<file path="config.mk">
export PLATFORM = sky130hd
export DESIGN_NAME = xtrc_ctrl
export DESIGN_NICKNAME = d
export VERILOG_FILES = /design/src/hdl/xtrc_pkg.sv /design/src/hdl/xtrc_ctrl.sv
export SDC_FILE = /design/constraint.sdc
export NUM_CORES = 1
export LEC_CHECK = 0
export BUFFER_PORTS_ARGS = -buffer_cell sky130_fd_sc_hd__buf_2
export CAP_MARGIN = 20
export CORE_AREA = 2 2 131 133
export CTS_CLUSTER_DIAMETER = 50
export DETAILED_ROUTE_END_ITERATION = 12
export DIE_AREA = 0 0 133 135
export GPL_TIMING_DRIVEN = 0
export PLACE_DENSITY = 0.58
export SKIP_LAST_GASP = 1
export SYNTH_ARGS = -nofsm -noshare
export SYNTH_HDL_FRONTEND = slang
export SYNTH_SLANG_ARGS = --single-unit
</file>
<file path="constraint.sdc">
create_clock -name clk -period 3.6 [get_ports clk]
set_clock_uncertainty 0.15 [all_clocks]
set_input_delay 0.72 -clock clk [delete_from_list [all_inputs] [get_ports clk]]
set_output_delay 0.72 -clock clk [all_outputs]
set_load 0.02 [all_outputs]
</file>
<file path="src/hdl/xtrc_pkg.sv">
package xtrc_pkg;

    localparam int KEY_BITS_DEF = 16;
    localparam int VAL_W = 16;
    localparam int CNT_W = 32;
    localparam int CMD_W = 2;

    typedef enum logic [CMD_W-1:0] {
        CMD_INSERT = 2'd0,
        CMD_XOR    = 2'd1,
        CMD_RANK   = 2'd2
    } cmd_t;

    typedef enum logic [2:0] {
        ST_CLEAR,
        ST_IDLE,
        ST_INSERT,
        ST_QUERY,
        ST_DRAIN
    } state_t;

    typedef struct packed {
        logic rd_en;
        logic ins;
        logic add;
        logic first;
        logic last;
        logic clr;
    } walk_ctl_t;

    function automatic logic [CNT_W-1:0] sat_add(input logic [CNT_W-1:0] a,
                                                  input logic [CNT_W-1:0] b);
        logic [CNT_W:0] s;
        s = {1'b0, a} + {1'b0, b};
        return s[CNT_W] ? {CNT_W{1'b1}} : s[CNT_W-1:0];
    endfunction

endpackage

</file>
<file path="src/hdl/xtrc_ctrl.sv">
module xtrc_ctrl
    import xtrc_pkg::*;
#(
    parameter int KEY_BITS = KEY_BITS_DEF
) (
    input  logic                clk,
    input  logic                rst_n,
    input  logic                start,
    input  logic [CMD_W-1:0]    command,
    input  logic [VAL_W-1:0]    key_value,
    input  logic [VAL_W-1:0]    multiplicity,
    output logic                busy,
    output walk_ctl_t           ctl,
    output logic [KEY_BITS:0]   addr,
    output logic [VAL_W-1:0]    mult
);

    localparam int NODE_W = KEY_BITS + 1;
    localparam logic [NODE_W-1:0] NODE_ROOT = NODE_W'(1);
    localparam logic [NODE_W-1:0] LAST_INS = NODE_W'(KEY_BITS);
    localparam logic [NODE_W-1:0] LAST_QRY = NODE_W'(KEY_BITS - 1);

    state_t              state_reg, state_next;
    logic [NODE_W-1:0]   cnt_reg, cnt_next;
    logic [NODE_W-1:0]   node_reg, node_next;
    logic [KEY_BITS-1:0] path_reg, path_next;
    logic [KEY_BITS-1:0] smask_reg, smask_next;
    logic [KEY_BITS-1:0] mask_reg, mask_next;
    logic [VAL_W-1:0]    mult_reg, mult_next;
    logic [KEY_BITS-1:0] key_ext;
    logic                kbit;
    logic                mbit;

    assign key_ext = KEY_BITS'(key_value);
    assign kbit = path_reg[KEY_BITS-1];
    assign mbit = smask_reg[KEY_BITS-1];

    always_ff @(posedge clk or negedge rst_n)
    begin
        if (!rst_n)
        begin
            state_reg <= ST_CLEAR;
            cnt_reg   <= '0;
            mask_reg  <= '0;
        end
        else
        begin
            state_reg <= state_next;
            cnt_reg   <= cnt_next;
            mask_reg  <= mask_next;
        end
    end

    always_ff @(posedge clk)
    begin
        node_reg  <= node_next;
        path_reg  <= path_next;
        smask_reg <= smask_next;
        mult_reg  <= mult_next;
    end

    always_comb
    begin
        state_next = state_reg;
        cnt_next   = cnt_reg;
        node_next  = node_reg;
        path_next  = path_reg;
        smask_next = smask_reg;
        mask_next  = mask_reg;
        mult_next  = mult_reg;
        ctl        = '0;
        addr       = node_reg;
        unique case (state_reg)
            ST_CLEAR:
            begin
                ctl.clr  = 1'b1;
                addr     = cnt_reg;
                cnt_next = cnt_reg + NODE_W'(1);
                if (cnt_reg == {NODE_W{1'b1}})
                begin
                    state_next = ST_IDLE;
                end
            end
            ST_IDLE:
            begin
                if (start)
                begin
                    cnt_next   = '0;
                    node_next  = NODE_ROOT;
                    smask_next = mask_reg;
                    unique case (cmd_t'(command))
                        CMD_INSERT:
                        begin
                            path_next  = key_ext ^ mask_reg;
                            mult_next  = multiplicity;
                            state_next = ST_INSERT;
                        end
                        CMD_XOR:
                        begin
                            mask_next = mask_reg ^ key_ext;
                        end
                        CMD_RANK:
                        begin
                            path_next  = key_ext;
                            state_next = ST_QUERY;
                        end
                        default:
                        begin
                        end
                    endcase
                end
            end
            ST_INSERT:
            begin
                ctl.rd_en = 1'b1;
                ctl.ins   = 1'b1;
                addr      = node_reg;
                node_next = {node_reg[NODE_W-2:0], kbit};
                path_next = path_reg << 1;
                cnt_next  = cnt_reg + NODE_W'(1);
                if (cnt_reg == LAST_INS)
                begin
                    state_next = ST_DRAIN;
                end
            end
            ST_QUERY:
            begin
                ctl.rd_en  = 1'b1;
                ctl.add    = kbit;
                ctl.first  = (cnt_reg == '0);
                ctl.last   = (cnt_reg == LAST_QRY);
                addr       = {node_reg[NODE_W-2:0], mbit};
                node_next  = {node_reg[NODE_W-2:0], kbit ^ mbit};
                path_next  = path_reg << 1;
                smask_next = smask_reg << 1;
                cnt_next   = cnt_reg + NODE_W'(1);
                if (cnt_reg == LAST_QRY)
                begin
                    state_next = ST_DRAIN;
                end
            end
            ST_DRAIN:
            begin
                state_next = ST_IDLE;
            end
            default:
            begin
                state_next = ST_IDLE;
            end
        endcase
    end

    assign busy = (state_reg != ST_IDLE);
    assign mult = mult_reg;

    a_idle_quiet: assert property (@(posedge clk) disable iff (!rst_n)
        (state_reg == ST_IDLE) |-> (!ctl.rd_en && !ctl.clr))
        else $error("memory access issued while idle");

    a_clear_excl: assert property (@(posedge clk) disable iff (!rst_n)
        ctl.clr |-> (!ctl.rd_en && !ctl.ins))
        else $error("clearing pass overlaps a trie walk");

    a_last_drain: assert property (@(posedge clk) disable iff (!rst_n)
        ctl.last |=> (state_reg == ST_DRAIN))
        else $error("last query read not followed by drain");

endmodule

</file>
==> key figures <==
Status
  – Outcome: finished clean

Floorplanning
  – Die Y: ~140 um
  – Ports: 77
  – Row count: 47
  – Die area: 0.01796 mm^2
  – Initial core utilization: 29.60%
  – Core area: 0.01641 mm^2
  – Die width: about 130 um

Place
  – HPWL Detailed: between 8 and 9 mm
  – Gp weighted congestion: 0.8810
  – DP Worst Slack: 627.5 ps
  – PortBufs: 76

Clock tree
  – Post-CTS setup buffer count: 0
  – CTS root buffer: clkbuf_16
  – Post-cts gate resize count: 0
  – Clk_lat worst skew: 350 ps
  – Clock transition at the registers of the reported paths: approximately 70 ps
  – H-tree levels: 3
  – Number of CTS-inserted buffers: 9
  – Clock Sinks: 101
  – CTS tree: built
  – CTS Hold Bufs: 0
  – CTS Buffer Depth: 2

Routing
  – Drt wl/cell: 15.84 um
  – Routed WL: ~12 mm
  – DRT Pass-1 Iters: 4
  – Vias post-DR: 3,573
  – Routed vias/inst: 4.809
  – Drt initial violations: 189
  – Post-route DRC: 0
  – Antenna Violating Nets Remaining: 0

Timing
  – Slew headroom: 35.62%
  – Least-Margin Pin Slew: between 900 and 1000 ps
  – Hold violation count in the final report: 0
  – Fmax achieved: approximately 0.30 GHz
  – Max-slew violations: 0
  – TNS Setup: 0 ps
  – Worst setup margin: approximately 230 ps
  – Final min period: 3370 ps
  – Fin crit share: 93.60%
  – Hold slack: 342.6 ps
  – Unrepaired setup endpoints after global routing: no
  – Setup Viol. Count Final: 0

Synthesis
  – Syn Nets: 469
  – Synth unique cells: 50
  – Cell count after synthesis: 429
  – Syn Std Cell Area: about 0.0049 mm^2
  – Total of warnings raised by yosys: 0
  – Post-synth EDFFs: between 60 and 70
  – Primary FF master, synth: edfxtp_1
  – Sequential fraction of the synthesis area: 58.73%
  – Flops & latches, synth: 101
  – Syn Area/Cell: about 11 um^2
  – Async SR Flop Fraction: 35.64%

GRT
  – Pin count of the biggest net entering global routing: 37
  – First-pass GRT wire length: 19.10 mm
  – GRT overflow: 0
  – Initial antenna violation count: 0
  – All-Layer GR Usage: 13.73%
  – Number of global-route vias before repair: 3,629

Worst setup path
  – Crit path arrival time: 2500 ps
  – Reg-to-Reg Start: cnt_reg[0]$_DFFE_PN0P_
  – Maximum fanout along the worst path: 7
  – Critical path capture point type: output port
  – Reg2Reg Capture Point: state_reg[0]$_DFFE_PN0P_
  – Crit Path Category: reg -> out
  – Worst R2R Setup Slack: 740 ps
  – CP startpoint kind: register
  – Req. time, crit path: 2730 ps
  – Worst Reg-to-Reg Cells: 9
  – CP Launch Point: cnt_reg[14]$_DFFE_PN0P_

Cells and area
  – Area Overhead vs Synth: 20.89%
  – Utilization after layout: around 36%
  – Share of cells above drive strength 1: 24.09%
  – Final #Nets: 558
  – Antenna fix cells: 0
  – Filler Cell Count: ~1,700

Power
  – Total power: 4.829 mW
  – Cell Int Power: 2.998 mW
  – Worst vdd ir: 0.0003272 V
  – Fraction of power consumed by sequential logic: between 40% and 50%
  – Power per Cell Area: ~820 mW/mm^2
  – Sw Share: 37.91%
  – Clk network pwr share: 21.7%
  – Comb pwr share: between 30% and 40%
  – Leakage power: 2.402 nW
  – P_sw: between 1.5 and 2 mW

Worst hold path
  – Min-Delay Path Depth: 1
  – Hold EP: mask_reg[2]$_DFFE_PN0P_
  – Hold Path Class: reg -> reg
  – Hold Crit Start: mask_reg[2]$_DFFE_PN0P_

Job
  – Max-cap violations: 0
per-stage QoR:
stage / std cells / cell area, um^2
final: 743 / 5872
after global routing: 743 / 5872
after CTS: 743 / 5872
after detailed placement: 727 / 5548
after global placement: 725 / 5513
after floorplan: 429 / 4857
layout by cell type, fill, tap and decap left out, drive strengths merged, types with 3 or more instances in the layout:
cell type,instances
dfrtp,36
edfxtp,65
and2,22
buf,87
nand2,100
ha,3
a21oi,8
nor3,7
nor2,7
nand3,8
clkbuf,26
clkinv,3
nand2b,5
mux2,15
o21ai,26
and3,5
or4,4
xor2,17
inv,6
a32oi,17
mux2i,5
nand4,7
xnor2,17
power by group through the flow:
stage / clock (mW) / sequential, mW / combinational, mW
final: 1.05 / 2.00 / 1.77
after global routing: 1.13 / 2.05 / 1.97
after CTS: 1.09 / 2.01 / 1.79
after detailed placement: 0 / 2.03 / 1.78
after global placement: 0 / 2.02 / 1.72
after floorplan: 0 / 1.95 / 1.23
layer usage:
layer,part of all wire (%),global-route usage (%),vias to the layer above
met2,46,21.59,113
met3,6.7,4.429,11
met1,46,18.29,1738
met4,1.1,3.763,0
met5,0,0,-
li1,-,-,1711
how the worst max path moves through the flow:
stage	endpoint	slack, ps	cells after the start
finish	ctl[2]	230	5
global route	addr[1]	80	8
CTS	ctl[2]	240	5
detailed placement	ctl[2]	630	5
global placement	mult[11]$_DFFE_PP_	30	4
floorplan	ctl[2]	820	4
logic make-up after synthesis:
family | synth area share, %
buf+inv | 2.911
flops | 58.73
xor+xnor | 6.131
fa+ha+maj | 0.7729
simple gates | 17.83
compound gates | 9.119
mux | 4.508
synth_stat cells (6+ instances only):
| cell | instances | area, um^2 |
|---|---|---|
| clkbuf_1 | 16 | 60.06 |
| nor2_1 | 7 | 26.28 |
| nand2_1 | 100 | 375.4 |
| nand4_1 | 7 | 43.79 |
| edfxtp_1 | 65 | 1952 |
| o21ai_0 | 23 | 115.1 |
| nand3_1 | 8 | 40.04 |
| dfrtp_1 | 36 | 900.9 |
| xor2_1 | 17 | 148.9 |
| a21oi_1 | 8 | 40.04 |
| nor3_1 | 6 | 30.03 |
| a32oi_1 | 17 | 148.9 |
| mux2_2 | 15 | 168.9 |
| and2_1 | 21 | 131.4 |
| xnor2_1 | 17 | 148.9 |
critical path: stages, from the launching register on:
cell,delay [ps]
dfrtp_1,480
or4_4,590
nor4_4,340
nand3_1,180
nor4b_2,330
buf_2,230
final cells by class:
cell class / count / area, um^2 / area share, %
clock inverter: 6 / 95.09 / 1.619
clock buffer: 10 / 229.0 / 3.899
buffer: 25 / 122.6 / 2.088
tap: 220 / 275.3 / 4.688
inverter: 5 / 18.77 / 0.3196
timing repair buffer: 78 / 402.9 / 6.861
sequential: 101 / 2853 / 48.58
multi-input combinational: 298 / 1876 / 31.94
Power figures use the tool's default switching activity.
