==> src/hdl/xtrc_pkg.sv <==
package xtrc_pkg;

    localparam int KEY_BITS_DEF = 16;
    localparam int VAL_W = 16;
    localparam int CNT_W = 32;
    localparam int CMD_W = 2;

    typedef enum logic [CMD_W-1:0] {
        CMD_INSERT = 2'd0,
        CMD_XOR    = 2'd1,
        CMD_RANK   = 2'd2
    } cmd_t;

    typedef enum logic [2:0] {
        ST_CLEAR,
        ST_IDLE,
        ST_INSERT,
        ST_QUERY,
        ST_DRAIN
    } state_t;

    typedef struct packed {
        logic rd_en;
        logic ins;
        logic add;
        logic first;
        logic last;
        logic clr;
    } walk_ctl_t;

    function automatic logic [CNT_W-1:0] sat_add(input logic [CNT_W-1:0] a,
                                                  input logic [CNT_W-1:0] b);
        logic [CNT_W:0] s;
        s = {1'b0, a} + {1'b0, b};
        return s[CNT_W] ? {CNT_W{1'b1}} : s[CNT_W-1:0];
    endfunction

endpackage

==> src/hdl/xtrc_dp.sv <==
module xtrc_dp
    import xtrc_pkg::*;
#(
    parameter int KEY_BITS = KEY_BITS_DEF
) (
    input  logic              clk,
    input  logic              rst_n,
    input  walk_ctl_t         ctl,
    input  logic [KEY_BITS:0] addr,
    input  logic [VAL_W-1:0]  mult,
    input  logic [CNT_W-1:0]  rd_data,
    output logic              wr_en,
    output logic [KEY_BITS:0] wr_addr,
    output logic [CNT_W-1:0]  wr_data,
    output logic [CNT_W-1:0]  rank_count,
    output logic              done
);

    logic              v_reg;
    logic              ins_reg;
    logic              add_reg;
    logic              first_reg;
    logic              last_reg;
    logic              done_reg;
    logic [KEY_BITS:0] addr_reg;
    logic [CNT_W-1:0]  acc_reg;
    logic [CNT_W-1:0]  rank_count_reg;
    logic [CNT_W-1:0]  sum;
    logic              ins_wr;

    always_ff @(posedge clk or negedge rst_n)
    begin
        if (!rst_n)
        begin
            v_reg     <= 1'b0;
            ins_reg   <= 1'b0;
            add_reg   <= 1'b0;
            first_reg <= 1'b0;
            last_reg  <= 1'b0;
            done_reg  <= 1'b0;
        end
        else
        begin
            v_reg     <= ctl.rd_en;
            ins_reg   <= ctl.ins;
            add_reg   <= ctl.add;
            first_reg <= ctl.first;
            last_reg  <= ctl.last;
            done_reg  <= v_reg && !ins_reg && last_reg;
        end
    end

    assign sum = sat_add(first_reg ? '0 : acc_reg, add_reg ? rd_data : '0);

    always_ff @(posedge clk)
    begin
        addr_reg <= addr;
        if (v_reg && !ins_reg)
        begin
            acc_reg <= sum;
            if (last_reg)
            begin
                rank_count_reg <= sum;
            end
        end
    end

    assign ins_wr     = v_reg && ins_reg;
    assign wr_en      = ctl.clr || ins_wr;
    assign wr_addr    = ctl.clr ? addr : addr_reg;
    assign wr_data    = ctl.clr ? '0 : sat_add(rd_data, CNT_W'(mult));
    assign rank_count = rank_count_reg;
    assign done       = done_reg;

    a_done_src: assert property (@(posedge clk) disable iff (!rst_n)
        done_reg |-> $past(v_reg && !ins_reg && last_reg))
        else $error("result strobe without a finished query");

    a_no_wr_clash: assert property (@(posedge clk) disable iff (!rst_n)
        !(ctl.clr && ins_wr))
        else $error("clear write collides with insert write-back");

endmodule

==> config.mk <==
export PLATFORM = sky130hd
export DESIGN_NAME = xtrc_dp
export DESIGN_NICKNAME = d
export VERILOG_FILES = /design/src/hdl/xtrc_pkg.sv /design/src/hdl/xtrc_dp.sv
export SDC_FILE = /design/constraint.sdc
export NUM_CORES = 1
export LEC_CHECK = 0
export ABC_AREA = 1
export BUFFER_PORTS_ARGS = -buffer_cell sky130_fd_sc_hd__buf_4
export CORE_ASPECT_RATIO = 1.75
export CORE_MARGIN = 1
export CORE_UTILIZATION = 30
export DETAILED_ROUTE_END_ITERATION = 7
export GPL_ROUTABILITY_DRIVEN = 0
export PLACE_DENSITY = 0.55
export SYNTH_ARGS = -nofsm -noshare
export SYNTH_HDL_FRONTEND = slang
export SYNTH_SLANG_ARGS = --single-unit
==> constraint.sdc <==
create_clock -name clk -period 9.4 [get_ports clk]
set_input_delay 1.41 -clock clk [delete_from_list [all_inputs] [get_ports clk]]
set_output_delay 1.41 -clock clk [all_outputs]
set_load 0.1 [all_outputs]
==> results of run 1 <==
layout by cell type (no fill, tap or decap), types with 12 or more instances in the layout:
cell / synthesis / routed
xor2_1: 12 / 12
nand2_1: 357 / 357
inv_1: 200 / 200
xnor2_1: 15 / 15
edfxtp_1: 64 / 64
buf_4: 3 / 159
nand4_1: 16 / 16
ha_1: 48 / 48
nor2_2: 17 / 18
nand2_2: 14 / 14
a21oi_1: 70 / 70
dfxtp_1: 17 / 17
nor2_1: 107 / 106
o21ai_0: 20 / 20
nand3_1: 71 / 71
final cells by class:
| type | count | area share [%] |
|---|---|---|
| Timing Repair Buffer | 159 | 13.0 |
| Inverter | 206 | 8.45 |
| Multi-Input combinational cell | 793 | 44.5 |
| Clock inverter | 6 | 0.821 |
| Tap cell | 308 | 4.21 |
| Clock buffer | 10 | 2.61 |
| Sequential cell | 87 | 26.4 |
worst min-delay path, delay by kind of cell (launching register included):
family / cells / cell delay, ps
flip-flops: 1 / 390
buffers and inverters: 1 / 250
AND/OR/NAND/NOR: 1 / 60
power groups by stage:
stage | logic, mW | registers (mW) | clock network, mW
after floorplan | 0.338 | 0.504 | 0
after global placement | 0.518 | 0.460 | 0
after detailed placement | 0.520 | 0.460 | 0
after CTS | 0.522 | 0.452 | 0.402
after global routing | 0.559 | 0.454 | 0.410
final | 0.518 | 0.452 | 0.386
stage by stage:
step | area, um^2 | instances | hold WS, ps
after floorplan | 7360 | 1105 | 732
after global placement | 8830 | 1553 | 762
after detailed placement | 8830 | 1553 | 826
after CTS | 9150 | 1569 | 811
after global routing | 9150 | 1569 | 821
final | 9150 | 1569 | 822
final timing paths:
| path | depth (start not counted) | to | slack (ps) |
|---|---|---|---|
| max reg2reg | 14 | acc_reg[25] | 5730 |
| min reg2reg | 2 | done | 820 |
| min | 2 | done | 820 |
| min in group asynchronous | 1 | done | 830 |
| max in group asynchronous | 1 | add_reg | 8460 |
| max | 13 | wr_data[31] | 4390 |
kinds of logic after synthesis:
family | after synthesis
and+or+nand+nor | 612
adders and majority gates | 50
AOI/OAI and AO/OA | 104
DFF | 87
xor gates and xnor gates | 27
buffers and inverters | 225
metal layers:
metal	vias up	GRT usage (%)	wire (um)
met2	146	36.2	12600
li1	3768	-	-
met4	0	11.9	1270
met1	3192	19.4	8870
met5	-	0	0
met3	55	2.40	716
==> qor.yml, run 1 <==
worst_setup_path:
  startpoint: "rd_data[13]"
  r2r-start: "first_reg"
  critPathMaxFanout: 31
  path_cells: "buf_4 -> ha_1 -> nand2_2 -> inv_2 -> nand3_4 -> nor2_1 -> nor2_2 -> nand2_4 -> nand3_4 -> nand2_1 -> nor2_1 -> nor2_1 -> buf_4"
  cp-end-kind: "primary output"
  cp_data_arrival_time_ps: 3600
  crit_top_cell: "nor2_1"
  critPathTopFamily: "simple AND/OR/NAND/NOR gates"
  slowest_stage: "ha_1"
  criticalPathCategory: "in -> out"
  crit_path_start_kind: "primary input"
  cp.required_ps: 7990
  crit_buf_inv: 3
  cpPeakStageDelay_ps: 440
yosys:
  ys_top_cells_by_count: "nand2_1 (357), inv_1 (200), nor2_1 (107), nand3_1 (71), a21oi_1 (70)"
  synthXorXnorAreaFrac_pct: 3.21
  synthMostInstantiatedCell: "nand2_1"
  synth-simple-area-share_pct: 35.6
  synth_warnings: 0
  synth-edff-count: 64
  syn-num-nets: 1228
  synth_mux_area_share_pct: 0
  synth-seq-area-share_pct: 32.8
  netlist_top_cells_area: "edfxtp_1 (26%), nand2_1 (18%), inv_1 (10%), ha_1 (8.2%), nor2_1 (5.5%)"
  synth_area_mm2: 0.00736
  async_flop_share_pct: 6.90
  synth-seq-cells: 87
  synth_area_per_cell_um2: 6.66
  synth_ff_type: "edfxtp_1"
  syn_inst: 1105
  synthAdderAreaFrac_pct: 8.70
  yosysTopAreaCellShare_pct: 26.1
  synth_area_leader_cell: "edfxtp_1"
  yosys.cell_types.count: 42
  synth-compound-area-share_pct: 7.70
  synth_top_family_by_area: "simple AND/OR/NAND/NOR gates"
routing:
  vias: 7161
  wl_per_cell_um: 14.9
  via_per_inst: 4.56
  first_pass_iters: 7
  drt_iter0_drc: 365
  drc: 0
  drt_wl_total_um: 23400
  antenna_left: 0
global_routing:
  grt_pass1_wl_um: 36400
  first_global_vias: 7250
  antenna_found_initial: 0
  grt_max_degree: 44
  grt_usage_pct: 19.1
  grt-ovfl-total: 0
power:
  peakVddDrop_mv: 0.105
  p_sw_mw: 0.558
  intPower_mw: 0.798
  switching_share_pct: 41.2
  combPwrFrac_pct: 38.2
  pwr-share-clk_pct: 28.5
  power_density_mw_per_mm2: 148
  p_leak_nw: 5.00
  power_mw: 1.36
  p_seq_share_pct: 33.3
clock_tree:
  insertion_delay_ps: 370
  cts_tree: "yes"
  cts_resized: 0
  htreeDepth: 3
  cts_setup_buffers: 0
  clockBufferDepth: 2
  clock-sinks: 87
  cts-root-buf: "clkbuf_16"
  cts_buffers: 9
  clk_pin_slew_ps: 70
  hold_buffers: 0
timing:
  fin_crit_ps: 5010
  skew_ps: 13.0
  report.final.slew_viol_count: 0
  slew_headroom_pct: 36.7
  setup_ws_ps: 4390
  rsz0062_at_grt: "no"
  worst_slew_pin_slew_ps: 947
  hold_viol_final: 0
  finalCritPeriodShare_pct: 53.3
  setup_violations: 0
  fmax_ghz: 0.200
  fin_setup_tns_ps: 0
finish:
  drive_gt1_share_pct: 18.1
  fill_cells: 2661
  area_growth_pct: 24.3
  seq_area_mm2: 0.00241
  multi_input_area_mm2: 0.00407
  antennaDiodeCount: 0
  fin_nets: 1379
  final_core_util_pct: 38.1
worst_hold_path:
  hold_path.class: "reg -> reg"
  min-delay-start: "ins_reg"
die:
  dieArea_mm2: 0.0252
  die_width_um: 120
  fp-row-count: 75
  core_area_mm2: 0.0240
  die_y_um: 209
  pin_count: 156
  initial_utilization_pct: 30.6
placed_design:
  dpl.hpwl_um: 19300
  dpl_worst_slack_ps: 4370
  io_buffers: 155
flow_run:
  max-cap-violations: 0
run_status:
  status: "finished, final reports clean"
Power figures use the tool's default switching activity.
==> inputs of run 2 (changes only) <==
- PLACE_DENSITY: 0.55 -> 0.57
- clock period: 9.4 -> 4.44 ns (I/O delays scaled with it)
==> qor.yml, run 2 (same netlist as run 1, synthesis figures left out) <==
run_status:
  status: "finished, final reports clean"
clock_tree:
  hold_buffers: 0
  insertion_delay_ps: 360
  cts_buffers: 9
  cts-root-buf: "clkbuf_16"
  cts_tree: "yes"
  cts_resized: 0
  cts_setup_buffers: 0
  clockBufferDepth: 2
  clk_pin_slew_ps: 70
  htreeDepth: 3
  clock-sinks: 87
worst_setup_path:
  cp.required_ps: 3770
  criticalPathCategory: "in -> out"
  critPathMaxFanout: 31
  startpoint: "rd_data[13]"
  regToRegSetupSlack_ps: 1030
  crit_path_start_kind: "primary input"
  rr_worst_depth: 14
  cp_data_arrival_time_ps: 2840
  r2r-start: "add_reg"
  timing.rr.end: "acc_reg[25]"
  cp-endpoint: "wr_data[31]"
  cp-end-kind: "primary output"
global_routing:
  grt_max_degree: 44
  use_met1_pct: 19.3
  first_global_vias: 7448
  grt-ovfl-total: 0
  grt_usage_pct: 19.5
  grtUsageMet3_pct: 2.35
  antenna_found_initial: 0
  busiest_layer: "met2"
  grt_pass1_wl_um: 37300
  global_route.usage.met2_pct: 38.2
timing:
  hold_ws_ps: 97.2
  fin_crit_ps: 3510
  worst_slew_pin_slew_ps: 888
  hold_viol_final: 0
  slew_headroom_pct: 40.8
  rsz0062_at_grt: "no"
  report.final.slew_viol_count: 0
  skew_ps: 7.84
  fin_setup_tns_ps: 0
  finalCritPeriodShare_pct: 79.0
  fmax_ghz: 0.285
  setup_violations: 0
routing:
  wl_per_cell_um: 15.1
  drc: 0
  vias: 7251
  antenna_left: 0
  drt_iter0_drc: 326
  drt_wl_total_um: 23800
  first_pass_iters: 5
  via_per_inst: 4.61
finish:
  fin_nets: 1382
  final_core_util_pct: 38.3
  drive_gt1_share_pct: 18.2
  final_cell_mix: "nand2_1 (357), inv_1 (200), buf_4 (161), nor2_1 (106), nand3_1 (71)"
  antennaDiodeCount: 0
  area_growth_pct: 24.8
  final_common_cell: "nand2_1"
power:
  p_leak_nw: 5.01
  power_density_mw_per_mm2: 315
  peakVddDrop_mv: 0.180
die:
  dieArea_mm2: 0.0252
  die_y_um: 209
  pin_count: 156
  fp-row-count: 75
  initial_utilization_pct: 30.6
  core_area_mm2: 0.0240
  die_width_um: 120
flow_run:
  max-cap-violations: 0
placed_design:
  dpl.hpwl_um: 19700
  io_buffers: 155
worst_hold_path:
  hold_path.class: "in -> async"
run 2: routing by layer:
layer	up-vias	part of all wire, %
li1	3768	-
met1	3260	36
met2	167	55
met3	56	3.8
met4	0	5.0
met5	-	0
run 2: how the worst min path moves through the flow:
stage	startpoint	endpoint	slack [ps]
6_report	rst_n	done	100
5_1_grt	rst_n	done	90
4_1_cts	rst_n	done	80
3_5_place_dp	rst_n	done	470
3_3_place_gp	rst_n	done	480
2_1_floorplan	rst_n	add_reg	370
run 2: stage by stage:
| stage | std cells | cell area (um^2) | setup WS, ps | power [mW] |
|---|---|---|---|---|
| finish | 1572 | 9190 | 931 | 2.89 |
| global route | 1572 | 9190 | 787 | 3.03 |
| CTS | 1572 | 9190 | 907 | 2.93 |
| detailed placement | 1556 | 8870 | 923 | 2.08 |
| global placement | 1556 | 8870 | 935 | 2.08 |
| floorplan | 1105 | 7360 | 407 | 1.78 |
run 2: cell type report:
class / count / area, um^2
clock buffers: 10 / 229
flip-flops and latches: 87 / 2410
multi-input cells: 793 / 4070
repair buffers: 162 / 1230
inverters: 206 / 773
clock inverters: 6 / 92.6
well taps: 308 / 385
fillers: 2615 / 14800
run 2: power by group:
part | switching, mW | total, mW | internal (mW)
sequential | 0.0182 | 0.963 | 0.945
clock | 0.331 | 0.826 | 0.496
combinational | 0.816 | 1.10 | 0.287
total | 1.16 | 2.89 | 1.73
run 2: critical path: stages:
cell and delay (ps):
buf_4 120, ha_1 430, nand2_2 120, inv_2 100, nand3_4 90, nor2_1 140
nor2_2 60, nand2_4 100, nand3_4 340, nand2_1 190, nor2_1 50, nor2_1 120
buf_4 310
